## src/rtl/hkr_pkg.sv

```systemverilog
`default_nettype none

package hkr_pkg;

  // List capacity and the number of slots shown in a report
  localparam int KEY_SLOTS    = 6;
  localparam int REPORT_SLOTS = 6;
  localparam int SHOW_SLOTS   = (KEY_SLOTS < REPORT_SLOTS) ? KEY_SLOTS : REPORT_SLOTS;
  localparam int CNT_W        = $clog2(KEY_SLOTS + 1);

  // Modifier usages 0xE0..0xE7 share this upper pattern
  localparam logic [4:0] MOD_PREFIX = 5'b11100;

  // Command codes
  localparam logic [1:0] CMD_PRESS       = 2'd0;
  localparam logic [1:0] CMD_RELEASE     = 2'd1;
  localparam logic [1:0] CMD_RELEASE_ALL = 2'd2;
  localparam logic [1:0] CMD_QUERY       = 2'd3;

  typedef struct packed {
    logic [1:0] command;
    logic [7:0] keycode;
  } item_t;

  typedef struct packed {
    logic [7:0] modifier_mask;
    logic [7:0] slot_zero;
    logic [7:0] slot_one;
    logic [7:0] slot_two;
    logic [7:0] slot_three;
    logic [7:0] slot_four;
    logic [7:0] slot_five;
    logic       is_held;
    logic       report_due;
  } result_t;

  // Commands from the controller to the datapath
  typedef struct packed {
    logic load;
    logic exec;
  } dp_cmd_t;

endpackage

`default_nettype wire

```

## src/rtl/hid_keyboard_report_tracker.sv

```systemverilog
// An accepted item is held in the item register, and its result is registered in the update state.
// A new item is taken only after the last result is shown; busy stays high from accept to result.
// The result is shown for one cycle with done high and cannot be stalled.
// Reset (rst, synchronous) clears the modifier mask and the held-key list.
`default_nettype none

module hid_keyboard_report_tracker
  import hkr_pkg::*;
(
  input  wire logic  clk,
  input  wire logic  rst,
  input  wire logic  start,
  input  wire item_t item,
  output logic       busy,
  output logic       done,
  output result_t    result
);

  dp_cmd_t dp_cmd;

  // Sequence each item
  hkr_ctrl u_ctrl (
    .clk    (clk),
    .rst    (rst),
    .start  (start),
    .busy   (busy),
    .done   (done),
    .dp_cmd (dp_cmd)
  );

  // Keep key state and build the report
  hkr_datapath u_datapath (
    .clk    (clk),
    .rst    (rst),
    .dp_cmd (dp_cmd),
    .item   (item),
    .result (result)
  );

endmodule

`default_nettype wire

```

## src/rtl/hkr_ctrl.sv

```systemverilog
`default_nettype none

module hkr_ctrl
  import hkr_pkg::*;
(
  input  wire logic    clk,
  input  wire logic    rst,
  input  wire logic    start,
  output logic         busy,
  output logic         done,
  output dp_cmd_t      dp_cmd
);

  typedef enum logic [1:0] {
    ST_IDLE,
    ST_EXEC,
    ST_DONE
  } state_t;

  state_t state;

  // Load the item on accept, update state in the next cycle
  always_comb begin
    dp_cmd.load = (state == ST_IDLE) && start;
    dp_cmd.exec = (state == ST_EXEC);
  end

  // Advance through load, update and result strobe
  always_ff @(posedge clk) begin
    if (rst) begin
      state <= ST_IDLE;
      busy  <= 1'b0;
      done  <= 1'b0;
    end else begin
      case (state)
        ST_IDLE: begin
          done <= 1'b0;
          if (start) begin
            state <= ST_EXEC;
            busy  <= 1'b1;
          end
        end
        ST_EXEC: begin
          state <= ST_DONE;
          done  <= 1'b1;
        end
        ST_DONE: begin
          state <= ST_IDLE;
          busy  <= 1'b0;
          done  <= 1'b0;
        end
        default: begin
          state <= ST_IDLE;
          busy  <= 1'b0;
          done  <= 1'b0;
        end
      endcase
    end
  end

endmodule

`default_nettype wire

```

## src/rtl/hkr_datapath.sv

```systemverilog
`default_nettype none

module hkr_datapath
  import hkr_pkg::*;
(
  input  wire logic    clk,
  input  wire logic    rst,
  input  wire dp_cmd_t dp_cmd,
  input  wire item_t   item,
  output result_t      result
);

  logic [1:0]       cmd_q;
  logic [7:0]       key_q;
  logic [7:0]       modifier_bits;
  logic [7:0]       held_keys [KEY_SLOTS];
  logic [CNT_W-1:0] held_count;

  logic [7:0]       modifier_bits_next;
  logic [7:0]       held_keys_next [KEY_SLOTS];
  logic [CNT_W-1:0] held_count_next;
  logic [7:0]       keys_up [KEY_SLOTS];
  logic [7:0]       shown [REPORT_SLOTS];
  logic [KEY_SLOTS-1:0] hit;
  logic [KEY_SLOTS-1:0] shift_mask;
  logic             found;
  logic             is_mod;
  logic [7:0]       mbit;
  logic             held;
  logic             acc;

  // Hold the accepted item
  always_ff @(posedge clk) begin
    if (dp_cmd.load) begin
      cmd_q <= item.command;
      key_q <= item.keycode;
    end
  end

  // Decode the key and search the held list in parallel
  always_comb begin
    is_mod = (key_q[7:3] == MOD_PREFIX);
    mbit   = is_mod ? (8'd1 << key_q[2:0]) : 8'd0;
    for (int i = 0; i < KEY_SLOTS; i++) begin
      hit[i] = (CNT_W'(i) < held_count) && (held_keys[i] == key_q);
    end
    found = |hit;
    // Mark entries at and after the match for the shift down
    acc = 1'b0;
    for (int i = 0; i < KEY_SLOTS; i++) begin
      acc           = acc | hit[i];
      shift_mask[i] = acc;
    end
    for (int i = 0; i < KEY_SLOTS - 1; i++) begin
      keys_up[i] = held_keys[i + 1];
    end
    keys_up[KEY_SLOTS-1] = 8'd0;
  end

  // Compute the next key state for the command
  always_comb begin
    modifier_bits_next = modifier_bits;
    held_keys_next     = held_keys;
    held_count_next    = held_count;
    held               = 1'b0;
    case (cmd_q)
      CMD_PRESS: begin
        if (is_mod) begin
          modifier_bits_next = modifier_bits | mbit;
        end else if (!found && (held_count < CNT_W'(KEY_SLOTS))) begin
          for (int i = 0; i < KEY_SLOTS; i++) begin
            if (held_count == CNT_W'(i)) begin
              held_keys_next[i] = key_q;
            end
          end
          held_count_next = held_count + CNT_W'(1);
        end
      end
      CMD_RELEASE: begin
        if (is_mod) begin
          modifier_bits_next = modifier_bits & ~mbit;
        end else if (found) begin
          for (int i = 0; i < KEY_SLOTS; i++) begin
            if (shift_mask[i]) begin
              held_keys_next[i] = keys_up[i];
            end
          end
          held_count_next = held_count - CNT_W'(1);
        end
      end
      CMD_RELEASE_ALL: begin
        modifier_bits_next = 8'd0;
        for (int i = 0; i < KEY_SLOTS; i++) begin
          held_keys_next[i] = 8'd0;
        end
        held_count_next = '0;
      end
      CMD_QUERY: begin
        held = is_mod ? |(modifier_bits & mbit) : found;
      end
      default: begin
        held = 1'b0;
      end
    endcase
  end

  // Pick the slots shown in the report, zero past the capacity
  always_comb begin
    for (int i = 0; i < REPORT_SLOTS; i++) begin
      shown[i] = 8'd0;
    end
    for (int i = 0; i < SHOW_SLOTS; i++) begin
      shown[i] = held_keys_next[i];
    end
  end

  // Commit key state
  always_ff @(posedge clk) begin
    if (rst) begin
      modifier_bits <= 8'd0;
      held_count    <= '0;
      for (int i = 0; i < KEY_SLOTS; i++) begin
        held_keys[i] <= 8'd0;
      end
    end else if (dp_cmd.exec) begin
      modifier_bits <= modifier_bits_next;
      held_count    <= held_count_next;
      held_keys     <= held_keys_next;
    end
  end

  // Register the result item
  always_ff @(posedge clk) begin
    if (dp_cmd.exec) begin
      result.modifier_mask <= modifier_bits_next;
      result.slot_zero     <= shown[0];
      result.slot_one      <= shown[1];
      result.slot_two      <= shown[2];
      result.slot_three    <= shown[3];
      result.slot_four     <= shown[4];
      result.slot_five     <= shown[5];
      result.is_held       <= held;
      result.report_due    <= (cmd_q != CMD_QUERY);
    end
  end

endmodule

`default_nettype wire

```

## config.mk

```make
export PLATFORM = sky130hd
export DESIGN_NAME = hid_keyboard_report_tracker
export DESIGN_NICKNAME = d
export VERILOG_FILES = /design/src/rtl/hkr_pkg.sv /design/src/rtl/hid_keyboard_report_tracker.sv /design/src/rtl/hkr_ctrl.sv /design/src/rtl/hkr_datapath.sv
export SDC_FILE = /design/constraint.sdc
export NUM_CORES = 1
export LEC_CHECK = 0
export BUFFER_PORTS_ARGS = -buffer_cell sky130_fd_sc_hd__buf_2
export CAP_MARGIN = 20
export CORE_AREA = 2 2 116 118
export DETAILED_ROUTE_END_ITERATION = 16
export DIE_AREA = 0 0 118 120
export GPL_TIMING_DRIVEN = 1
export PLACE_DENSITY = 0.88
export SKIP_LAST_GASP = 1
export SYNTH_ARGS = -nofsm -noshare
export SYNTH_HDL_FRONTEND = slang
export SYNTH_SLANG_ARGS = --single-unit
```

## constraint.sdc

```tcl
create_clock -name clk -period 5.6 [get_ports clk]
set_input_delay 1.12 -clock clk [delete_from_list [all_inputs] [get_ports clk]]
set_output_delay 1.12 -clock clk [all_outputs]
set_load 0.05 [all_outputs]
```

* Yosys cells after proc, flatten, opt, wreduce, memory -nomap -nowiden
Index checks and enable logic that the tools add are counted.
Operators by class: add/sub/neg operators 2, order comparisons 7, equality and inequality tests 22, shifts and indexed selects 1, mux-type cells 32, bitwise logic cells 10, reductions and logical operators 17
Operator list (number):
- 48-bit two-way mux | 4
- 48-bit case mux with 3 select lines | 1
- 8-bit two-way mux | 15
- 8-bit equality test | 6
- 8-bit case mux with 3 select lines | 1
- 8-bit AND | 2
- 3-bit two-way mux | 4
- 3-bit case mux with 3 select lines | 1
- 1-bit logical AND | 8
- 2-bit != test (second input constant) | 4
- 8-bit NOT | 1
- 8-bit bitwise OR | 1
- 8-bit OR reduction | 1
- 1-bit by 3-bit left shift with 8-bit output (first input constant) | 1
- 3-bit by 2-bit equality test with 1-bit output (second input constant) | 2
- 3-bit equality test (second input constant) | 2
- 1-bit by 3-bit less-than comparator with 1-bit output (first input constant) | 2
- 2-bit by 3-bit less-than comparator with 1-bit output (first input constant) | 2
- 3-bit less-than comparator (first input constant) | 2
- 6-bit AND reduction | 1
- 6-bit OR reduction | 1
- 5-bit equality test (second input constant) | 1
- 1-bit bitwise OR | 5
- 2-bit by 1-bit equality test with 1-bit output (second input constant) | 2
- 16 further kinds | 21
Word-level totals: register bits after elaboration 131, bits of input ports 13, word-level logic and storage cells 113

* Longest topological paths before layout
Gate-level depths: netlist (run 1).
depth after elaboration 11, gate-level depth with buffers 13, mapped depth without buffers 9

* Hierarchy
Synthesis (run 1) repeated with hierarchy kept, for this count alone.
Unflattened totals: cells, all modules 707, area, all modules 7307.0 um^2
Modules (own cells, without submodules):
- hkr_datapath | instances 1, cells each 695, area each 7166.9 um^2, sequential area each 3223.1 um^2
- hkr_ctrl | instances 1, cells each 12, area each 140.1 um^2, sequential area each 80.1 um^2

* Least setup slack after synthesis (run 1)
Ideal clock, no wire load.
kind reg2reg, start point register u_ctrl.state[1], end point register u_datapath.held_keys[0] (netlist bit), setup time 0.243 ns, arrival 2.585 ns, required time 5.357 ns, slack 2.773 ns, stages on the path, launching flop included 5, path buffers 1, clock period less this slack 2.827 ns, cells stage by stage dfxtp_1 > nand2b_1 > clkinv_1 > clkbuf_1 > a32oi_1
RTL lines:
- from (decl) | line hkr_ctrl.sv:20 | state_t state;
- from (signal assigned) | line hkr_ctrl.sv:31 | state <= ST_IDLE;
- from (signal assigned) | line hkr_ctrl.sv:39 | state <= ST_EXEC;
- from (signal assigned) | line hkr_ctrl.sv:44 | state <= ST_DONE;
- to (signal assigned) | line hkr_datapath.sv:128 | held_keys <= held_keys_next;
- to (decl) | line hkr_datapath.sv:16 | logic [7:0] held_keys [KEY_SLOTS];

==> results.sh, run 1 <==
export IMPL_yosys_top_cells_count="82 x mux2i_1, 76 x nor2_1, 68 x edfxtp_1, 63 x dfxtp_1, 62 x clkbuf_1"
export IMPL_grt_ovfl_total=0
export IMPL_drc_errors=0
export IMPL_antenna_found_initial=0
export IMPL_power_frac_comb_pct=13.9
export IMPL_postPlaceCellArea_um2=8300
export IMPL_cp_max_fo=23
export IMPL_synthFlopType="edfxtp_1"
export IMPL_final_area_um2=8920
export IMPL_post_drt_wl_per_cell_um=19.3
export IMPL_rows=42
export IMPL_start_util_pct=61.7
export IMPL_yosysSeqAreaShare_pct=41.2
export IMPL_worst_pin_slew_ns=1.08
export IMPL_slew_headroom_pct=27.8
export IMPL_ctsHtreeMaxLevel=4
export IMPL_yosysTopAreaCellShare_pct=25.5
export IMPL_synth_avg_cell_area_um2=9.24
export IMPL_outcome="finished clean"
export IMPL_worstPathArrival_ns=4.26
export IMPL_grtUsageMet3_pct=6.08
export IMPL_ant_nets=0
export IMPL_fillers=970
export IMPL_drv_cap=0
export IMPL_p_leak_nw=3.24
export IMPL_slew_violations=0
export IMPL_grt_busiest_layer="met2"
export IMPL_viasPerCell=6.62
export IMPL_grt_start_max_net_pins=75
export IMPL_swShare_pct=28.1
export IMPL_end_kind="flip-flop"
export IMPL_critPathKind="flip-flop to flip-flop"
export IMPL_syn_to_final_growth_pct=11.3
export IMPL_clkTransAtPathRegs_ns=0.06
export IMPL_cp_startpoint="u_datapath.key_q[0]"
export IMPL_gp_congestion=0.919
export IMPL_post_cts_resized=0
export IMPL_gr_usage_met1_pct=39.0
export IMPL_ios=73
export IMPL_dp_final_hpwl_um=12700
export IMPL_grt_pass1_vias=6588
export IMPL_fin_worst_skew_ns=0.00876
export IMPL_yosysTopAreaCell="edfxtp_1"
export IMPL_period_share_pct=73.0
export IMPL_hold_viol=0
export IMPL_regArea_um2=3300
export IMPL_pre_cts_ws_ns=1.68
export IMPL_fin_util_pct=68.7
export IMPL_die_y_um=120
export IMPL_cts_tree="built"
export IMPL_postCtsSetupBuffers=0
export IMPL_yosys_top_cells_area="edfxtp_1 25%, dfxtp_1 16%, mux2i_1 10%"
export IMPL_setup_viol=0
export IMPL_yosysMostFrequentCell="mux2i_1"
export IMPL_peakVddDrop_mv=0.271
export IMPL_fmax_mhz=245
export IMPL_hp_start="u_ctrl.busy"
export IMPL_synth_seq_cells=131
export IMPL_setup_ws_ns=1.51
export IMPL_power_switching_mw=0.738
export IMPL_drtIter0Drc=783
export IMPL_drive_gt1_share_pct=16.7
export IMPL_syn_inst=867
export IMPL_first_pass_iters=7
export IMPL_rsz0062_at_grt="no"
export IMPL_holdBufCountCts=0
export IMPL_numPortBuffers=72
export IMPL_period_minus_slack_ns=4.09
export IMPL_met2_usage_pct=46.0
export IMPL_setup_tns_ns=0
export IMPL_grtUsageTotal_pct=29.5
export IMPL_clock_sinks=131
export IMPL_wl_um=20700
export IMPL_core_um2=13000
export IMPL_synth_edf_count=68
export IMPL_multiInputGateArea_um2=4200
export IMPL_fp_dieW_um=118
export IMPL_start_kind="flip-flop"
export IMPL_clock_power_share_pct=42.9
export IMPL_cp_required_ns=5.78
export IMPL_async_flop_share_pct=0
export IMPL_pwr_density_cell_nw_per_um2=295
export IMPL_clock_latency_ns=0.43
export IMPL_grt_pass1_wl_um=33300
export IMPL_cts_made_buffers=17
export IMPL_dieArea_um2=14200
export IMPL_syn_num_nets=889
export IMPL_clock_path_buffers=2
export IMPL_hold_path_class="flip-flop to flip-flop"
export IMPL_hold_slack_ns=0.481
export IMPL_dr_total_vias=7094
export IMPL_reg2reg_from="u_datapath.key_q[0]"
export IMPL_antenna_cells=0
export IMPL_pwr_share_seq_pct=43.2
export IMPL_ys_warn_count=0
export IMPL_internal_power_mw=1.89
export IMPL_synth_distinct_cells=64
export IMPL_nets=905
export IMPL_synth_cell_area_um2=8010
export IMPL_root_buffer="clkbuf_16"
power groups by stage:
stage          registers [mW]  clock network [mW]  logic (mW)
4_1_cts                  1.13                1.14       0.361
3_3_place_gp             1.15                   0       0.348
6_report                 1.13                1.13       0.366
3_5_place_dp             1.15                   0       0.357
2_1_floorplan            1.17                   0       0.250
5_1_grt                  1.14                1.18       0.395
path summary, 6_finish.rpt:
| path | cells after the start | endpoint | slack, ns |
|---|---|---|---|
| hold reg to reg | 2 | u_ctrl.busy | 0.48 |
| setup / recovery | 8 | u_datapath.result[8] | 1.51 |
| hold / removal | 2 | u_ctrl.busy | 0.48 |
| setup reg to reg | 8 | u_datapath.result[8] | 1.51 |
final cells by class:
type | instances | area share [%]
multi-input cells | 619 | 47.1
well taps | 176 | 2.47
clock inverters | 14 | 1.81
flip-flops and latches | 131 | 37.0
clock buffers | 18 | 4.92
repair buffers | 86 | 5.50
inverters | 28 | 1.18
cell families (layout without fill, tap and decap cells):
group           after synthesis  in the layout  synth area share [%]
fa+ha+maj                     9              9                  1.41
mux                          98             98                  12.5
xor+xnor                     48             48                  5.25
flops                       131            131                  41.2
buf+inv                     117            146                  6.55
compound gates              226            226                  18.7
simple gates                238            238                  14.3
stage by stage:
step / power, mW / std cells
after global placement: 1.49 / 1037
final: 2.63 / 1072
after global routing: 2.72 / 1072
after CTS: 2.63 / 1070
after floorplan: 1.42 / 867
after detailed placement: 1.51 / 1038
sequential cells by signal (all words and copies together) (netlist names):
register,cells
u_ctrl.busy,1
u_datapath.held_count,3
u_datapath.held_keys,48
u_ctrl.state,2
u_datapath.modifier_bits,8
u_ctrl.done,1
u_datapath.cmd_q,2
u_datapath.result,58
u_datapath.key_q,8
critical path, cell delays in order, from the launching register on:
cell	delay, ns
edfxtp_1	1.03
xor2_1	0.17
nor4_1	0.35
nand4_1	0.46
and2_4	0.36
nand2_1	0.50
or3_1	0.55
nor3_2	0.18
a22o_1	0.23
per-layer routing:
layer | wire length, um | vias up | part of all wire [%]
met5 | 0 | - | 0
met4 | 646 | 0 | 3.1
met3 | 2150 | 66 | 10
met2 | 9770 | 494 | 47
met1 | 8160 | 3326 | 39
li1 | - | 3208 | -
cell usage in the layout, fill, tap and decap left out, drive strengths merged, types with 16 or more instances in the layout:
cell type   n
a21oi      61
buf        85
clkbuf     19
dfxtp      63
edfxtp     68
inv        28
mux2       16
mux2i      82
nand2      59
nand3      34
nor2       76
nor3       22
o21ai      55
o22ai      25
xnor2      32
xor2       16
Power figures use the tool's default switching activity.
==> run 2, diff against run 1 <==
CORE_AREA = 2 2 124 126   (was 2 2 116 118)
DIE_AREA = 0 0 126 128   (was 0 0 118 120)
PLACE_DENSITY = 0.82   (was 0.88)
clock period = 3.4 ns   (was 5.6 ns; I/O delays follow)
==> run 2 against run 1 <==
Against the previous run:
- cell count up 3.2%
- worst hold slack worse by 0.061 ns
- wire length up 5.2%
- clock skew down 0.0013 ns
- setup slack worse by 1.3 ns
- die area up 14%
- sequential power up 64%
- first-iteration DRC count up 38%
- fmax up 27%
- sequential share of layout area down 0.74 points
- sequential cell count unchanged
- power up 69%
- largest cell class unchanged
==> results.sh, run 2 (synthesis gave the netlist of run 1 again) <==
export IMPL_min_delay_path_depth=1
export IMPL_start_util_pct=53.9
export IMPL_numPortBuffers=72
export IMPL_slew_violations=0
export IMPL_setup_viol=0
export IMPL_clock_sinks=131
export IMPL_worstPathArrival_ns=3.38
export IMPL_antenna_cells=0
export IMPL_drv_cap=0
export IMPL_largest_register_ffs=58
export IMPL_cp_max_fo=12
export IMPL_peakVddDrop_mv=0.317
export IMPL_clock_latency_ns=0.43
export IMPL_reg_largest_list="u_datapath.result (58), u_datapath.held_keys (48)"
export IMPL_end_kind="flip-flop"
export IMPL_postPlaceCellArea_um2=8470
export IMPL_power_frac_comb_pct=14.4
export IMPL_regMostFlops="u_datapath.result"
export IMPL_hold_viol=0
export IMPL_fillers=1264
export IMPL_clock_path_buffers=2
export IMPL_grt_pass1_wl_um=34700
export IMPL_gp_congestion=0.898
export IMPL_start_kind="flip-flop"
export IMPL_mostFrequentLayoutCells="82 x mux2i_1, 74 x nor2_1, 72 x buf_2"
export IMPL_fmax_mhz=311
export IMPL_core_um2=14900
export IMPL_reg2reg_from="u_datapath.key_q[6]"
export IMPL_slew_headroom_pct=36.7
export IMPL_p_leak_nw=3.34
export IMPL_period_minus_slack_ns=3.21
export IMPL_fin_cells=1106
export IMPL_drive_gt1_share_pct=18.7
export IMPL_post_cts_resized=0
export IMPL_pwr_density_cell_nw_per_um2=487
export IMPL_worstRegToRegCells=9
export IMPL_die_y_um=128
export IMPL_drc_errors=0
export IMPL_grtUsageTotal_pct=26.9
export IMPL_dieArea_um2=16100
export IMPL_post_drt_wl_per_cell_um=19.7
export IMPL_nets=927
export IMPL_dr_total_vias=7177
export IMPL_postCtsSetupBuffers=0
export IMPL_ios=73
export IMPL_worst_pin_slew_ns=0.950
export IMPL_fin_worst_skew_ns=0.00743
export IMPL_rows=45
export IMPL_period_share_pct=94.5
export IMPL_root_buffer="clkbuf_16"
export IMPL_swShare_pct=27.8
export IMPL_worstReg2RegEnd="u_datapath.result[16]"
export IMPL_multiInputGateArea_um2=4200
export IMPL_power_switching_mw=1.23
export IMPL_regArea_um2=3300
export IMPL_internal_power_mw=3.20
export IMPL_final_area_um2=9100
export IMPL_grt_pass1_vias=6728
export IMPL_critPathKind="flip-flop to flip-flop"
export IMPL_drtIter0Drc=1077
export IMPL_wl_um=21800
export IMPL_ant_nets=0
export IMPL_ctsHtreeMaxLevel=4
export IMPL_fp_dieW_um=126
export IMPL_hold_path_class="input pin to flip-flop"
export IMPL_hp_start="item[0]"
export IMPL_antenna_found_initial=0
export IMPL_holdBufCountCts=0
export IMPL_cp_required_ns=3.57
export IMPL_power_mw=4.43
export IMPL_dp_final_hpwl_um=13700
export IMPL_layout_commonest_cell="mux2i_1"
export IMPL_setup_tns_ns=0
export IMPL_rsz0062_at_grt="no"
export IMPL_reg2reg_slack_ns=0.19
export IMPL_holdPathEnd="u_datapath.key_q[0]"
export IMPL_viasPerCell=6.49
export IMPL_pwr_share_seq_pct=41.8
export IMPL_outcome="finished clean"
export IMPL_cts_tree="built"
export IMPL_grt_start_max_net_pins=75
export IMPL_fin_util_pct=61.2
export IMPL_clock_power_share_pct=43.8
export IMPL_first_pass_iters=6
export IMPL_cts_made_buffers=17
export IMPL_syn_to_final_growth_pct=13.6
export IMPL_clkTransAtPathRegs_ns=0.06
export IMPL_dp_cells=1074
export IMPL_grt_ovfl_total=0
run 2: metrics by stage:
stage                     setup slack [ns]  hold slack, ns
final                                0.188           0.421
after global routing                0.0646           0.410
after detailed placement             0.277           0.469
after global placement               0.347           0.461
after floorplan                      0.573           0.476
after CTS                            0.184           0.406
run 2: power groups by stage:
stage | registers (mW) | logic (mW) | clock network, mW
6_report | 1.85 | 0.639 | 1.94
2_1_floorplan | 1.93 | 0.412 | 0
3_3_place_gp | 1.88 | 0.614 | 0
3_5_place_dp | 1.88 | 0.624 | 0
4_1_cts | 1.85 | 0.630 | 1.96
5_1_grt | 1.86 | 0.686 | 2.03
run 2: critical path, stage by stage, from the launching register on:
cell      delay, ns
edfxtp_1       0.77
xnor2_1        0.19
nand3_1        0.09
or4_1          0.57
o41a_2         0.23
nand2_1        0.33
buf_4          0.24
mux2i_1        0.09
nor3_1         0.32
mux2i_1        0.12
run 2: layout make-up:
type,instances,area share [%]
Multi-Input combinational cell,619,46.2
Sequential cell,131,36.3
Timing Repair Buffer,108,6.93
Clock buffer,18,4.83
Tap cell,188,2.58
Clock inverter,14,2.05
Inverter,28,1.15
run 2: routing by layer:
layer  part of all wire [%]  wire length, um  vias up  track usage, %
li1                       -                -     3260               -
met1                     41             8910     3396            36.1
met2                     45             9810      432            40.4
met3                     10             2200       89            6.76
met4                    4.1              889        0            14.2
met5                      0                0        -               0
run 2: how the worst max path moves through the flow:
| stage | startpoint | end | slack [ns] | cells after the start |
|---|---|---|---|---|
| floorplan | u_ctrl.state[1] | u_datapath.held_keys[0] | 0.57 | 4 |
| global placement | u_datapath.key_q[0] | u_datapath.held_keys[42] | 0.35 | 8 |
| detailed placement | u_datapath.key_q[0] | u_datapath.held_keys[47] | 0.28 | 8 |
| CTS | u_datapath.key_q[0] | u_datapath.held_keys[43] | 0.18 | 8 |
| global route | u_datapath.key_q[6] | u_datapath.result[16] | 0.06 | 9 |
| finish | u_datapath.key_q[6] | u_datapath.result[16] | 0.19 | 9 |
